### src/rtl/core/ffba_pkg.sv
`timescale 1ns / 1ps

package ffba_pkg;

    localparam int REQ_W  = 27;
    localparam int ADDR_W = 32;
    localparam int BYTES_W = 33;
    localparam int STAT_W = 3;
    localparam int CNT_OUT_W = 7;
    localparam int META_W = 12;

    localparam logic [1:0] CMD_ALLOC   = 2'd0;
    localparam logic [1:0] CMD_FREE    = 2'd1;
    localparam logic [1:0] CMD_REALLOC = 2'd2;
    localparam logic [1:0] CMD_CALLOC  = 2'd3;

    localparam logic [2:0] ST_OK           = 3'd0;
    localparam logic [2:0] ST_BAD_SIZE     = 3'd1;
    localparam logic [2:0] ST_NO_MEMORY    = 3'd2;
    localparam logic [2:0] ST_UNKNOWN      = 3'd3;
    localparam logic [2:0] ST_ALREADY_FREE = 3'd4;

    localparam logic [1:0] CFG_HEAP_BASE   = 2'd0;
    localparam logic [1:0] CFG_HEAP_LIMIT  = 2'd1;
    localparam logic [1:0] CFG_MAX_REQUEST = 2'd2;

    localparam logic [REQ_W-1:0] MAX_REQUEST_RESET = 27'd100000000;
    localparam logic [BYTES_W-1:0] BYTES_MAX = {BYTES_W{1'b1}};

    typedef struct packed {
        logic       latch;
        logic       mul;
        logic       scan_clear;
        logic       scan_step;
        logic       rd;
        logic       save_hit;
        logic       take;
        logic       append;
        logic       free_hit;
        logic       keep;
        logic       set_status;
        logic [2:0] status_code;
        logic       load_out;
    } ffba_ctl_t;

    typedef struct packed {
        logic [1:0] cmd;
        logic       size_bad;
        logic       addr_zero;
        logic       scan_done;
        logic       match;
        logic       rd_free;
        logic       in_place;
        logic       fit;
        logic       grow_fail;
        logic       out_free;
    } ffba_sts_t;

endpackage

### src/rtl/core/ffba_ctrl.sv
`timescale 1ns / 1ps

module ffba_ctrl
    import ffba_pkg::*;
(
    input  logic      clk,
    input  logic      rst_n,
    input  logic      in_valid,
    output logic      in_ready,
    input  ffba_sts_t sts,
    output ffba_ctl_t ctl
);

    localparam logic [3:0] S_IDLE     = 4'd0;
    localparam logic [3:0] S_MUL      = 4'd1;
    localparam logic [3:0] S_CHECK    = 4'd2;
    localparam logic [3:0] S_FIND_RD  = 4'd3;
    localparam logic [3:0] S_FIND_EV  = 4'd4;
    localparam logic [3:0] S_FIT_RD   = 4'd5;
    localparam logic [3:0] S_FIT_EV   = 4'd6;
    localparam logic [3:0] S_GROW     = 4'd7;
    localparam logic [3:0] S_FREE_OLD = 4'd8;
    localparam logic [3:0] S_OUT      = 4'd9;

    logic [3:0] state_reg;
    logic [3:0] state_next;
    logic       move_reg;
    logic       move_next;

    assign in_ready = (state_reg == S_IDLE);

    always_comb
    begin
        state_next = state_reg;
        move_next  = move_reg;
        ctl        = '0;
        case (state_reg)
            S_IDLE:
            begin
                if (in_valid)
                begin
                    ctl.latch  = 1'b1;
                    move_next  = 1'b0;
                    state_next = S_MUL;
                end
            end
            S_MUL:
            begin
                ctl.mul    = 1'b1;
                state_next = S_CHECK;
            end
            S_CHECK:
            begin
                ctl.scan_clear = 1'b1;
                if (sts.cmd == CMD_FREE)
                begin
                    state_next = sts.addr_zero ? S_OUT : S_FIND_RD;
                end
                else if (sts.size_bad)
                begin
                    ctl.set_status  = 1'b1;
                    ctl.status_code = ST_BAD_SIZE;
                    state_next      = S_OUT;
                end
                else if (sts.cmd == CMD_REALLOC && !sts.addr_zero)
                begin
                    state_next = S_FIND_RD;
                end
                else
                begin
                    state_next = S_FIT_RD;
                end
            end
            S_FIND_RD:
            begin
                if (sts.scan_done)
                begin
                    ctl.set_status  = 1'b1;
                    ctl.status_code = ST_UNKNOWN;
                    state_next      = S_OUT;
                end
                else
                begin
                    ctl.rd     = 1'b1;
                    state_next = S_FIND_EV;
                end
            end
            S_FIND_EV:
            begin
                if (sts.match)
                begin
                    ctl.save_hit = 1'b1;
                    if (sts.rd_free)
                    begin
                        ctl.set_status  = 1'b1;
                        ctl.status_code = ST_ALREADY_FREE;
                        state_next      = S_OUT;
                    end
                    else if (sts.cmd == CMD_FREE)
                    begin
                        state_next = S_FREE_OLD;
                    end
                    else if (sts.in_place)
                    begin
                        ctl.keep   = 1'b1;
                        state_next = S_OUT;
                    end
                    else
                    begin
                        move_next      = 1'b1;
                        ctl.scan_clear = 1'b1;
                        state_next     = S_FIT_RD;
                    end
                end
                else
                begin
                    ctl.scan_step = 1'b1;
                    state_next    = S_FIND_RD;
                end
            end
            S_FIT_RD:
            begin
                if (sts.scan_done)
                begin
                    state_next = S_GROW;
                end
                else
                begin
                    ctl.rd     = 1'b1;
                    state_next = S_FIT_EV;
                end
            end
            S_FIT_EV:
            begin
                if (sts.fit)
                begin
                    ctl.take   = 1'b1;
                    state_next = move_reg ? S_FREE_OLD : S_OUT;
                end
                else
                begin
                    ctl.scan_step = 1'b1;
                    state_next    = S_FIT_RD;
                end
            end
            S_GROW:
            begin
                if (sts.grow_fail)
                begin
                    ctl.set_status  = 1'b1;
                    ctl.status_code = ST_NO_MEMORY;
                    state_next      = S_OUT;
                end
                else
                begin
                    ctl.append = 1'b1;
                    state_next = move_reg ? S_FREE_OLD : S_OUT;
                end
            end
            S_FREE_OLD:
            begin
                ctl.free_hit = 1'b1;
                state_next   = S_OUT;
            end
            S_OUT:
            begin
                if (sts.out_free)
                begin
                    ctl.load_out = 1'b1;
                    state_next   = S_IDLE;
                end
            end
            default:
            begin
                state_next = S_IDLE;
            end
        endcase
    end

    always_ff @(posedge clk or negedge rst_n)
    begin
        if (!rst_n)
        begin
            state_reg <= S_IDLE;
            move_reg  <= 1'b0;
        end
        else
        begin
            state_reg <= state_next;
            move_reg  <= move_next;
        end
    end

endmodule

### config.mk
export PLATFORM = sky130hd
export DESIGN_NAME = ffba_ctrl
export DESIGN_NICKNAME = d
export VERILOG_FILES = /design/src/rtl/core/ffba_pkg.sv /design/src/rtl/core/ffba_ctrl.sv
export SDC_FILE = /design/constraint.sdc
export NUM_CORES = 1
export LEC_CHECK = 0
export BUFFER_PORTS_ARGS = -buffer_cell sky130_fd_sc_hd__buf_2
export CAP_MARGIN = 20
export CORE_MARGIN = 1
export CORE_UTILIZATION = 48
export CTS_CLUSTER_SIZE = 12
export DETAILED_ROUTE_END_ITERATION = 10
export PLACE_DENSITY = 0.86
export SYNTH_ARGS = -nofsm -noshare
export SYNTH_HDL_FRONTEND = slang
export SYNTH_SLANG_ARGS = --single-unit
### constraint.sdc
create_clock -name clk -period 2.05 [get_ports clk]
set_input_delay 0 -clock clk [delete_from_list [all_inputs] [get_ports clk]]
set_output_delay 0 -clock clk [all_outputs]
set_load 0.03 [all_outputs]
==> results.md <==
* Crit path DAT at 1.85 ns
* Pwr Density at 1430 nW/um2
* Final TNS setup at 0 ns
* CTS tree: yes
* Chip Width at 38.6 um
* Main flop type after synthesis: dfrtp_1
* RSZ-0062 raised after global routing: false
* Post_cts resized at 0
* Post-CTS Setup Bufs at 0
* Commonest non-fill, non-tap cell in the layout: buf_2
* Sequential-to-total area share from yosys stat at 19.4%
* Cts hold-fix bufs at 1
* Synth Cell Area at 644 um2
* Starting Density at 55.0%
* Clk_lat worst skew at between 0.2 and 0.25 ns
* R2r endpoint: state_reg[3]
* Inserted Diodes at 0
* Worst setup SP type: flip-flop
* Area leader, netlist: dfrtp_1
* Final instance area at 832 um2
* Top cells by area, synth: dfrtp_1 19%, nand2_1 4.7%, nor2_1 4.1%, nor2b_1 3.9%, mux2_2 3.5%
* Worst EP required at between 2 and 2.5 ns
* Post-Syn Area per Cell at a little under 8 um2
* CTS HTree Levels at 1
* Final hold vios at 0
* Final setup violation count at 0
* Largest register FFs at 4
* Root Buffer: clkbuf_4
* First-pass GRT wire length at 2.86 mm
* Row count at 12
* CP endpoint kind: output port
* Largest net degree at the start of global routing at 15
* PortBufs at 29
* CTS max path bufs at 2
* Wirelength per Cell at approximately 14 um
* Top cell type's share of synthesized area at 19.4%
* CP max FO at 14
* DRC violations left at 0
* CTS sink cnt at 5
* Most frequent cells in the layout: 29 x buf_2, 8 x nand2_1, 7 x nor2_1, 5 x dfrtp_1, 4 x nor2b_1
* Cells after Synth at 83
* Setup slack, reg-to-reg at 0.52 ns
* Post-Syn Nets at between 90 and 100
* Number of global-route vias before repair at just under 700
* Slew Viols, Final at 0
* Post-DP Area at 796 um2
* Top-Level Pins at 30
* Actual slew at the worst max-slew pin at ~0.46 ns
* Hold slack at about 0.1 ns
* Worst vdd ir at 0.000628 V
* Fin crit share at 90.4%
* YS warnings at 0
* Fill count at 99
* CTS Buf Count at 3
* Clk slew on worst S/H paths at 0.04 ns
* Count of cell types in the netlist at 39
* GPL Wtd Cong at 0.873
* Via Count at 776
* Final Instance Count excl. Fillers at roughly 130
* Hold WC Path Type: in -> async
* Peak Freq at 539 MHz
* Async S/R FF share, synth at 100%
* Reg2Reg Depth at 5
* Lkg Pwr at 0.389 nW
* Worst R2R Start: state_reg[2]
* Nets at about 130
* 1st-iter DRT viols at 33
* Setup CP Type: reg -> out
* DR vias/cell at 6.11
* Outcome: finished, final reports clean
* Routed wire length at 1.79 mm
* Max-Slew Margin vs Limit at 69.1%
* Layout cells sized above 1 at 38.9%
* Routed Antenna Nets at 0
* Die Y at between 30 and 40 um
* First-pass iteration count of the detailed router at 4
* Post-synth EDFFs at 0
* Core area at between 1000 and 1500 um2
* Flops & latches, synth at 5
* Max cap viols at 0
* Placed cell count at 122
* Die ar. at 1490 um2
* Tmin final at 1.85 ns
* Total Power at 1.19 mW
* Area Overhead vs Synth at 29.1%
* Grt ovf at 0
* Clk_skew at 0.000104 ns
* All-layer global routing usage at roughly 28%
* Post-DP HPWL at around 1.3 mm
* Initial antenna violation count at 0
cells in the mapped netlist, types with 3 or more instances:
master	count
nand2_1	8
nor2_1	7
dfrtp_1	5
buf_2	4
nor2b_1	4
a21oi_1	3
nand2b_1	3
nor3_1	3
nor3b_1	3
nor4_1	3
o21ai_0	3
cells by family (layout without fill, tap and decap cells):
logic type	count (synthesis)	in the layout	synth area share, %
and+or+nand+nor	44	44	43.1
AOI/OAI and AO/OA	20	20	21.4
buffers and inverters	9	39	8.16
DFF	5	5	19.4
muxes	4	4	6.60
xor gates and xnor gates	1	1	1.36
cell type report:
class                      instances  area, um2  area share [%]
tap                               14       17.5            2.11
clock buffer                       4       26.3            3.16
sequential                         5        125            15.0
timing repair buffer              32        170            20.5
inverter                           3       13.8            1.65
multi-input combinational         69        479            57.6
stage by stage:
stage	setup WS (ns)	util, %
after floorplan	0.195	-
after global placement	0.500	67.9
after detailed placement	0.453	67.9
after CTS	0.207	71.0
after global routing	0.101	71.0
final	0.196	71.0
critical path: stages (launching register included):
cell	delay (ns)
dfrtp_1	0.62
nor2_1	0.15
nand3_4	0.12
inv_4	0.04
and2_4	0.14
or3_1	0.35
buf_2	0.18
where the power goes:
group | total [mW] | leakage (nW) | internal (mW) | switching [mW]
Sequential | 0.263 | 0.0648 | 0.141 | 0.123
Combinational | 0.807 | 0.309 | 0.329 | 0.479
Clock | 0.116 | 0.0150 | 0.0737 | 0.0418
Total | 1.19 | 0.389 | 0.543 | 0.643
layer usage:
metal | global-route usage [%] | wire length (um) | up-vias
met5 | 0 | 0 | -
met4 | 8.62 | 14 | 0
met3 | 4.05 | 114 | 4
met2 | 47.9 | 862 | 38
met1 | 35.3 | 801 | 360
li1 | - | - | 374
worst max-delay path by stage:
stage / startpoint / end / slack, ns
2_1_floorplan: state_reg[2] / ctl[4] / 0.20
3_3_place_gp: state_reg[0] / ctl[4] / 0.50
3_5_place_dp: state_reg[0] / ctl[4] / 0.45
4_1_cts: state_reg[0] / ctl[4] / 0.21
5_1_grt: state_reg[0] / ctl[4] / 0.10
6_report: state_reg[0] / ctl[4] / 0.20
Power figures use the tool's default switching activity.
